==> src/hw/rtl/swsc_pkg.sv <==
// shared types and constants for the sliding window sender control block
// no dependencies; compiled first
package swsc_pkg;

  // sequence width default and fixed field widths
  localparam int unsigned SEQ_BITS_DEF  = 32;
  localparam int unsigned CFG_IDX_BITS  = 1;
  localparam int unsigned CFG_DATA_BITS = 24;

  // window limits and reset values
  localparam logic [10:0] WIN_MIN            = 11'd1;
  localparam logic [10:0] WIN_MAX            = 11'd1024;
  localparam logic [10:0] WIN_RESET          = 11'd16;
  localparam logic [23:0] INIT_TIMEOUT_RESET = 24'd1000000;

  // timeout estimator constants, microseconds
  localparam logic [26:0] RTO_MAX   = 27'h7FF_FFFF;
  localparam logic [23:0] DEV_FLOOR = 24'd10000;

  // configuration register indexes
  typedef enum logic [CFG_IDX_BITS-1:0] {
    CFG_WINDOW_SLOTS = 1'b0,
    CFG_INIT_TIMEOUT = 1'b1
  } cfg_idx_e;

  // event codes
  typedef enum logic [1:0] {
    CMD_ACK    = 2'd0,
    CMD_SEND   = 2'd1,
    CMD_TIMER  = 2'd2,
    CMD_SAMPLE = 2'd3
  } cmd_e;

  // input word
  typedef struct packed {
    cmd_e        command;
    logic [31:0] ack_number;
    logic        ack_flag;
    logic [31:0] receiver_window;
    logic [23:0] rtt_sample;
  } in_word_t;

  // result word
  typedef struct packed {
    logic        status;
    logic        send_valid;
    logic [31:0] send_seq;
    logic        is_retransmit;
    logic        restart_timer;
    logic [10:0] slots_released;
    logic [31:0] window_base;
    logic [10:0] effective_window;
    logic [26:0] timeout_us;
  } out_word_t;

  // sequence side of one result
  typedef struct packed {
    logic        status;
    logic        send_valid;
    logic [31:0] send_seq;
    logic        is_retransmit;
    logic        restart_timer;
    logic [10:0] slots_released;
    logic [31:0] window_base;
  } win_res_t;

  // estimator controls for one step
  typedef struct packed {
    logic update;
    logic handshake;
    logic cfg_load;
  } est_ctl_t;

endpackage

==> src/hw/rtl/swsc_stream_if.sv <==
// valid/ready stream channel carrying one word per handshake
// word type is a parameter, normally a struct from swsc_pkg
interface swsc_stream_if #(
  parameter type word_t = logic
);
  logic  valid;
  logic  ready;
  word_t data;

  modport source (output valid, output data, input ready);
  modport sink   (input valid, input data, output ready);
endinterface

==> src/hw/rtl/swsc_rtt_est.sv <==
// retransmit timeout estimator: smoothed rtt, deviation and current timeout
// depends on swsc_pkg
module swsc_rtt_est
  import swsc_pkg::*;
(
  input  logic        clk_i,
  input  logic        rst_ni,
  input  est_ctl_t    ctl_i,
  input  logic [23:0] sample_i,
  input  logic [23:0] init_timeout_i,
  output logic [26:0] timeout_o
);

  logic [23:0] est_q, est_d;
  logic [23:0] dev_q, dev_d;
  logic [26:0] rto_q, rto_d;
  logic        have_q, have_d;

  logic [27:0] est_sum;
  logic [23:0] est_new;
  logic [23:0] diff;
  logic [26:0] dev_sum;
  logic [23:0] dev_new;
  logic [23:0] dev_fl;
  logic [27:0] rto_sum;
  logic [26:0] rto_new;

  // est = (7*est + s) >> 3
  assign est_sum = 28'({est_q, 3'b000}) - 28'(est_q) + 28'(sample_i);
  assign est_new = est_sum[26:3];

  // dev = (3*dev + |s - est|) >> 2
  assign diff    = (sample_i >= est_new) ? (sample_i - est_new) : (est_new - sample_i);
  assign dev_sum = 27'({dev_q, 1'b0}) + 27'(dev_q) + 27'(diff);
  assign dev_new = dev_sum[25:2];

  // rto = est + 4*max(dev, floor), saturated
  assign dev_fl  = (dev_new > DEV_FLOOR) ? dev_new : DEV_FLOOR;
  assign rto_sum = 28'(est_new) + 28'({dev_fl, 2'b00});
  assign rto_new = rto_sum[27] ? RTO_MAX : rto_sum[26:0];

  // next state
  always_comb begin
    est_d  = est_q;
    dev_d  = dev_q;
    rto_d  = rto_q;
    have_d = have_q;
    if (ctl_i.handshake) begin
      est_d  = sample_i;
      dev_d  = {2'b00, sample_i[23:2]};
      rto_d  = 27'({sample_i, 1'b0}) + 27'(sample_i);
      have_d = 1'b1;
    end else if (ctl_i.update) begin
      est_d  = est_new;
      dev_d  = dev_new;
      rto_d  = rto_new;
      have_d = 1'b1;
    end else if (ctl_i.cfg_load && !have_q) begin
      rto_d = 27'(init_timeout_i);
    end
  end

  always_ff @(posedge clk_i or negedge rst_ni) begin
    if (!rst_ni) begin
      est_q  <= '0;
      dev_q  <= '0;
      rto_q  <= 27'(INIT_TIMEOUT_RESET);
      have_q <= 1'b0;
    end else begin
      est_q  <= est_d;
      dev_q  <= dev_d;
      rto_q  <= rto_d;
      have_q <= have_d;
    end
  end

  // timeout after this step
  assign timeout_o = rto_d;

endmodule

==> src/hw/rtl/swsc_window.sv <==
// go-back-n window state: base, next sequence, duplicate ack tracking
// depends on swsc_pkg
module swsc_window
  import swsc_pkg::*;
#(
  parameter int unsigned SEQ_BITS = SEQ_BITS_DEF
) (
  input  logic        clk_i,
  input  logic        rst_ni,
  input  logic        fire_i,
  input  in_word_t    word_i,
  input  logic [10:0] win_i,
  input  logic [10:0] ewin_i,
  output win_res_t    res_o
);

  logic [SEQ_BITS-1:0] base_q, base_d;
  logic [SEQ_BITS-1:0] next_q, next_d;
  logic [SEQ_BITS-1:0] prev_q, prev_d;
  logic [1:0]          dup_q, dup_d;

  logic [SEQ_BITS-1:0] ack_s;
  logic [SEQ_BITS-1:0] win_s;
  logic [SEQ_BITS-1:0] outstanding;
  logic [SEQ_BITS-1:0] ack_gap;
  logic [SEQ_BITS-1:0] outstanding_post;
  logic [SEQ_BITS-1:0] send_s;
  logic [1:0]          dup_inc;

  assign ack_s       = SEQ_BITS'(word_i.ack_number);
  assign win_s       = SEQ_BITS'(win_i);
  assign outstanding = next_q - base_q;
  assign ack_gap     = ack_s - base_q;
  assign dup_inc     = dup_q + 2'd1;

  // event decode and next state
  always_comb begin
    base_d           = base_q;
    next_d           = next_q;
    prev_d           = prev_q;
    dup_d            = dup_q;
    outstanding_post = outstanding;
    send_s           = '0;
    res_o            = '0;
    case (word_i.command)
      CMD_ACK: begin
        if (!word_i.ack_flag) begin
          res_o.status = 1'b1;
        end else begin
          // in-window ack moves the base
          if (ack_gap != '0 && ack_gap < win_s) begin
            if (outstanding < ack_gap) begin
              next_d = ack_s;
            end
            base_d                = ack_s;
            res_o.slots_released  = 11'(ack_gap);
            outstanding_post      = next_d - ack_s;
            if (outstanding_post != '0) begin
              res_o.restart_timer = 1'b1;
            end
          end
          // fast retransmit on third duplicate
          if (ack_s == prev_q) begin
            if (dup_inc == 2'd3) begin
              dup_d = 2'd0;
              if (outstanding_post != '0) begin
                res_o.send_valid    = 1'b1;
                send_s              = base_d;
                res_o.is_retransmit = 1'b1;
                res_o.restart_timer = 1'b1;
              end
            end else begin
              dup_d = dup_inc;
            end
          end else begin
            dup_d = 2'd0;
          end
          prev_d = ack_s;
        end
      end
      CMD_SEND: begin
        if (outstanding < win_s) begin
          res_o.send_valid = 1'b1;
          send_s           = next_q;
          if (outstanding == '0) begin
            res_o.restart_timer = 1'b1;
          end
          next_d = next_q + SEQ_BITS'(1);
        end
      end
      CMD_TIMER: begin
        if (outstanding != '0) begin
          res_o.send_valid    = 1'b1;
          send_s              = base_q;
          res_o.is_retransmit = 1'b1;
          res_o.restart_timer = 1'b1;
        end
      end
      CMD_SAMPLE: begin
        if (!word_i.ack_flag) begin
          res_o.status = 1'b1;
        end else begin
          res_o.slots_released = ewin_i;
        end
      end
      default: begin
        res_o.status = 1'b0;
      end
    endcase
    res_o.send_seq    = 32'(send_s);
    res_o.window_base = 32'(base_d);
  end

  always_ff @(posedge clk_i or negedge rst_ni) begin
    if (!rst_ni) begin
      base_q <= '0;
      next_q <= '0;
      prev_q <= '1;
      dup_q  <= 2'd0;
    end else if (fire_i) begin
      base_q <= base_d;
      next_q <= next_d;
      prev_q <= prev_d;
      dup_q  <= dup_d;
    end
  end

endmodule

==> src/hw/rtl/sliding_window_sender_control.sv <==
// Go-back-n sender window control with fast retransmit and rtt-based timeout.
// Pipeline: an accepted word is held in the input register and its result is
// registered in the output register when that register is free. Throughput: one
// word per cycle unless out_if stalls; state updates when the input register drains.
// Reset: rst_ni resets window state, estimator and both pipeline valid bits at once.
// Configuration writes are taken in any cycle.
module sliding_window_sender_control
  import swsc_pkg::*;
#(
  parameter int unsigned SEQ_BITS = SEQ_BITS_DEF
) (
  input  logic                     clk_i,
  input  logic                     rst_ni,
  swsc_stream_if.sink              in_if,
  swsc_stream_if.source            out_if,
  input  logic                     cfg_we_i,
  input  logic [CFG_IDX_BITS-1:0]  cfg_idx_i,
  input  logic [CFG_DATA_BITS-1:0] cfg_data_i
);

  logic        s1_valid_q, s1_valid_d;
  in_word_t    s1_word_q;
  logic        out_valid_q, out_valid_d;
  out_word_t   out_word_q, out_word_d;
  logic [10:0] win_slots_q;

  logic        out_free;
  logic        s1_adv;
  logic        in_fire;
  logic [10:0] win_eff;
  logic [10:0] ewin;
  win_res_t    win_res;
  est_ctl_t    est_ctl;
  logic [26:0] timeout;

  // handshake and pipeline control
  assign out_free     = !out_valid_q || out_if.ready;
  assign s1_adv       = s1_valid_q && out_free;
  assign in_if.ready  = !s1_valid_q || out_free;
  assign in_fire      = in_if.valid && in_if.ready;
  assign s1_valid_d   = in_fire ? 1'b1 : (s1_adv ? 1'b0 : s1_valid_q);
  assign out_valid_d  = s1_adv ? 1'b1 : (out_if.ready ? 1'b0 : out_valid_q);
  assign out_if.valid = out_valid_q;
  assign out_if.data  = out_word_q;

  // window register; the initial timeout write goes straight to the estimator
  always_ff @(posedge clk_i or negedge rst_ni) begin
    if (!rst_ni) begin
      win_slots_q <= WIN_RESET;
    end else if (cfg_we_i) begin
      case (cfg_idx_i)
        CFG_WINDOW_SLOTS: win_slots_q <= cfg_data_i[10:0];
        default:          win_slots_q <= win_slots_q;
      endcase
    end
  end

  // clamp window, then take min with advertised window
  assign win_eff = (win_slots_q == '0) ? WIN_MIN :
                   (win_slots_q > WIN_MAX) ? WIN_MAX : win_slots_q;
  assign ewin    = (s1_word_q.receiver_window < 32'(win_eff)) ?
                   s1_word_q.receiver_window[10:0] : win_eff;

  // estimator controls
  assign est_ctl.update    = s1_adv && (s1_word_q.command == CMD_ACK) && s1_word_q.ack_flag;
  assign est_ctl.handshake = s1_adv && (s1_word_q.command == CMD_SAMPLE) &&
                             s1_word_q.ack_flag;
  assign est_ctl.cfg_load  = cfg_we_i && (cfg_idx_i == CFG_INIT_TIMEOUT);

  swsc_window #(
    .SEQ_BITS (SEQ_BITS)
  ) u_window (
    .clk_i  (clk_i),
    .rst_ni (rst_ni),
    .fire_i (s1_adv),
    .word_i (s1_word_q),
    .win_i  (win_eff),
    .ewin_i (ewin),
    .res_o  (win_res)
  );

  swsc_rtt_est u_rtt_est (
    .clk_i          (clk_i),
    .rst_ni         (rst_ni),
    .ctl_i          (est_ctl),
    .sample_i       (s1_word_q.rtt_sample),
    .init_timeout_i (cfg_data_i),
    .timeout_o      (timeout)
  );

  // assemble result word
  always_comb begin
    out_word_d.status           = win_res.status;
    out_word_d.send_valid       = win_res.send_valid;
    out_word_d.send_seq         = win_res.send_seq;
    out_word_d.is_retransmit    = win_res.is_retransmit;
    out_word_d.restart_timer    = win_res.restart_timer;
    out_word_d.slots_released   = win_res.slots_released;
    out_word_d.window_base      = win_res.window_base;
    out_word_d.effective_window = ewin;
    out_word_d.timeout_us       = timeout;
  end

  // valid bits
  always_ff @(posedge clk_i or negedge rst_ni) begin
    if (!rst_ni) begin
      s1_valid_q  <= 1'b0;
      out_valid_q <= 1'b0;
    end else begin
      s1_valid_q  <= s1_valid_d;
      out_valid_q <= out_valid_d;
    end
  end

  // payload registers
  always_ff @(posedge clk_i) begin
    if (in_fire) begin
      s1_word_q <= in_if.data;
    end
    if (s1_adv) begin
      out_word_q <= out_word_d;
    end
  end

  // a rejected word never sends, frees slots or restarts the timer
  a_reject_quiet: assert property (@(posedge clk_i) disable iff (!rst_ni)
    out_valid_q && out_word_q.status |->
      !out_word_q.send_valid && !out_word_q.restart_timer &&
      out_word_q.slots_released == '0)
    else $error("rejected word has side effects");

  // a retransmission is a send that restarts the timer
  a_retx_sends: assert property (@(posedge clk_i) disable iff (!rst_ni)
    out_valid_q && out_word_q.is_retransmit |->
      out_word_q.send_valid && out_word_q.restart_timer)
    else $error("retransmit without send or timer restart");

  // freed slots never exceed the largest window
  a_slots_range: assert property (@(posedge clk_i) disable iff (!rst_ni)
    out_valid_q |-> out_word_q.slots_released <= WIN_MAX)
    else $error("slots released out of range");

  // a stalled input register keeps its word
  a_s1_hold: assert property (@(posedge clk_i) disable iff (!rst_ni)
    s1_valid_q && !out_free |=> s1_valid_q && $stable(s1_word_q))
    else $error("input register lost a stalled word");

endmodule
==> src/flat_wrapper.sv <==
// flat-port wrapper written by rule: the top's interface ports become plain ports
module sliding_window_sender_control_flat import swsc_pkg::*;
#(
  parameter int unsigned SEQ_BITS = SEQ_BITS_DEF
)
  (clk_i, rst_ni, cfg_we_i, cfg_idx_i, cfg_data_i, in_if_valid, in_if_data, in_if_ready, out_if_valid, out_if_data, out_if_ready);
  swsc_stream_if in_if_i ();
  swsc_stream_if out_if_i ();
  input  logic clk_i;
  input  logic rst_ni;
  input  logic cfg_we_i;
  input  logic [CFG_IDX_BITS-1:0] cfg_idx_i;
  input  logic [CFG_DATA_BITS-1:0] cfg_data_i;
  input wire logic [$bits(in_if_i.valid)-1:0] in_if_valid;
  input wire logic [$bits(in_if_i.data)-1:0] in_if_data;
  output wire logic [$bits(in_if_i.ready)-1:0] in_if_ready;
  output wire logic [$bits(out_if_i.valid)-1:0] out_if_valid;
  output wire logic [$bits(out_if_i.data)-1:0] out_if_data;
  input wire logic [$bits(out_if_i.ready)-1:0] out_if_ready;
  assign in_if_i.valid = in_if_valid;
  assign in_if_i.data = in_if_data;
  assign in_if_ready = in_if_i.ready;
  assign out_if_valid = out_if_i.valid;
  assign out_if_data = out_if_i.data;
  assign out_if_i.ready = out_if_ready;
  sliding_window_sender_control #(.SEQ_BITS(SEQ_BITS)) u_core (.clk_i(clk_i), .rst_ni(rst_ni), .in_if(in_if_i), .out_if(out_if_i), .cfg_we_i(cfg_we_i), .cfg_idx_i(cfg_idx_i), .cfg_data_i(cfg_data_i));
endmodule
==> config.mk <==
export PLATFORM = sky130hd
export DESIGN_NAME = sliding_window_sender_control_flat
export DESIGN_NICKNAME = d
export VERILOG_FILES = /design/src/hw/rtl/swsc_pkg.sv /design/src/hw/rtl/swsc_stream_if.sv /design/src/hw/rtl/swsc_rtt_est.sv /design/src/hw/rtl/swsc_window.sv /design/src/hw/rtl/sliding_window_sender_control.sv /design/src/flat_wrapper.sv
export SDC_FILE = /design/constraint.sdc
export NUM_CORES = 1
export LEC_CHECK = 0
export ABC_AREA = 1
export BUFFER_PORTS_ARGS = -buffer_cell sky130_fd_sc_hd__buf_2
export CORE_AREA = 2 2 39 41
export CTS_BUF_LIST = sky130_fd_sc_hd__clkbuf_4 sky130_fd_sc_hd__clkbuf_8 sky130_fd_sc_hd__clkbuf_16
export DETAILED_ROUTE_END_ITERATION = 7
export DIE_AREA = 0 0 41 43
export PLACE_DENSITY = 0.43
export SLEW_MARGIN = 20
export SYNTH_ARGS = -nofsm -noshare
export SYNTH_HDL_FRONTEND = slang
export SYNTH_SLANG_ARGS = --single-unit
export TNS_END_PERCENT = 50
==> constraint.sdc <==
create_clock -name clk_i -period 2.6 [get_ports clk_i]
set_input_delay 0.13 -clock clk_i [delete_from_list [all_inputs] [get_ports clk_i]]
set_output_delay 0.13 -clock clk_i [all_outputs]
set_load 0.02 [all_outputs]
==> impl_metrics.ini <==
[place]
io_buffers = 9
placed_cell_area_um2 = 226
gp_congestion = 0.629
place_ws_ps = 1720

[die]
dieArea_um2 = 1760
coreArea_um2 = 1380
die_height_um = 43
initial_core_util = 0.117
die_width_um = 41
num_rows = 14
ios = 34

[final_layout]
area_growth_pct = 65.1
final_cell_area_um2 = 267
fillers = 148
n_antenna_cell = 0
drive_gt1_frac = 0.533
utilization = 0.193
fin_nets = 62

[global_routing]
antenna_found_initial = 0
grt_pass1_vias = 114
grt_overflow = 0
grt_max_degree = 5
track_usage = 0.0543
grt_pass1_wl_um = 503

[clock_network]
clk_latency_ps = 250
clockBufferDepth = 2
cts_tree = done
root_buffer = clkbuf_4
htree_levels = 1
clkSinkCount = 4
post_cts_buffers = 0
path_clk_slew_ps = 40
cts_resized = 0
cts_buffers = 3

[timing]
setup_viol = 0
rsz0062_at_grt = no
slew_violations = 0
min_period_ps = 1030
timing.fmax_ghz = 0.975
timing.hold.ws_ps = 86.3
fin_skew_ps = 15.1
fin_ws_ps = 1570
worst_slew_pin_slew_ps = 139
min_period_over_period = 0.395
hold_viol = 0
final.setup.tns_ps = 0
relSlewSlack = 0.907

[logic_synthesis]
syn-num-nets = 47
synth_area_um2 = 161
synthArstFlopShare = 0.750
ys.flop_type = dfrtp_1
synth_area_per_cell_um2 = 10.1
synth_common_cells = 5 x nand2_1, 3 x dfrtp_1, 2 x inv_1
synth_edf_count = 1
synth_top_cell_by_area = dfrtp_1
synth_warnings = 0
yosys.area.top_type_share = 0.465
synth_area_leaders = dfrtp_1 47%, edfxtp_1 19%, nand2_1 12%, nand3_2 6.2%, inv_1 4.7%
yosysMostFrequentCell = nand2_1
synth_seq_area_share = 0.651
ys_ff_latch = 4
synth.distinct_cells = 9
postSynthCellCount = 16

[job]
cap_violations = 0

[worst_setup_path]
worst-path-max-fanout = 4
cp.required_ps = 2470
crit_path_end_kind = primary output
r2r_cells = 1
cp-start-kind = flop
crit_arrival_ps = 900
path_class = reg2out

[routing]
dr.pass1.iters = 4
drt-initial-drc-count = 10
drc = 0
wl_per_cell_um = 7.26
vias = 140
viasPerCell = 3.04
drt.antenna.violating_nets = 0
routed_wirelength_um = 334

[run_status]
status = completed

[power_and_ir_drop]
powerDensity_nw_per_um2 = 744
vdd_drop_max_mv = 0.151
leakagePower_nw = 0.140

[min_path]
hold_path_class = in2reg
whs_path_depth = 3
-- final timing paths --
path                                                 from                   endpoint  slack, ps
worst max-delay path                  u_core.out_if.valid                in_if_ready       1570
worst min-delay path                          in_if_valid          u_core.s1_valid_q         90
worst max register to register        u_core.out_if.valid         u_core.out_if.data       1740
worst min register to register  u_core.u_rtt_est.rto_q[0]  u_core.u_rtt_est.rto_q[0]        470
max in group asynchronous                          rst_ni          u_core.s1_valid_q       2270
min in group asynchronous                          rst_ni  u_core.u_rtt_est.rto_q[0]        210
-- critical path: stages (launching register included) --
cell and delay [ps]:
dfrtp_1 400, nand3_2 100, buf_2 160
-- layer usage --
layer,part of all wire,up-vias,GRT usage,wire length [µm]
li1,-,77,-,-
met1,0.56,51,0.0712,187
met2,0.25,12,0.0344,83
met3,0.19,0,0.0785,63
met4,0,0,0.0400,0
met5,0,-,0,0
-- final cells by class --
type                            instances  area (µm²)  share of cell area
Multi-Input combinational cell          9        45.0               0.169
Timing Repair Buffer                   10        55.1               0.207
Tap cell                               16        20.0              0.0751
Sequential cell                         4         105               0.394
Clock buffer                            4        30.0               0.113
Inverter                                3        11.3              0.0423
-- cells in the final DEF (no fill, tap or decap) --
cell type and n:
inv_1 2, dfrtp_1 3, a21oi_1 1, dlygate4sd3_1 1, nand3_2 1, nand2_1 5
inv_2 1, clkbuf_4 4, buf_2 9, edfxtp_1 1, nand2_2 1, nand3_1 1
-- timing repair --
item / in CTS / in global routing
hold endpoints to repair: 3 / 0
setup endpoints to repair: 0 / 0
hold buffers: 1 / 0
-- kinds of logic after synthesis --
family	synth area share
simple gates	0.248
buf+inv	0.0698
compound gates	0.0310
flops	0.651
-- state kept, by name, indices dropped and copies added (netlist names) --
| register | flops |
|---|---|
| u_core.u_rtt_est.rto_q | 1 |
| u_core.out_if.valid | 1 |
| u_core.s1_valid_q | 1 |
| u_core.out_if.data | 1 |
-- stage by stage --
stage          cells  total power [W]
6_report          46         0.000198
2_1_floorplan     16        0.0000882
5_1_grt           46         0.000212
3_5_place_dp      41        0.0000992
4_1_cts           46         0.000203
3_3_place_gp      41        0.0000991
-- where the power goes --
| part | switching, W | leakage (nW) | internal [W] | total [W] |
|---|---|---|---|---|
| Combinational | 0.0000141 | 0.0784 | 0.0000103 | 0.0000244 |
| Sequential | 0.00000296 | 0.0434 | 0.0000713 | 0.0000743 |
| Clock | 0.0000313 | 0.0184 | 0.0000684 | 0.0000996 |
No activity file was read; power rests on OpenSTA's default activity.
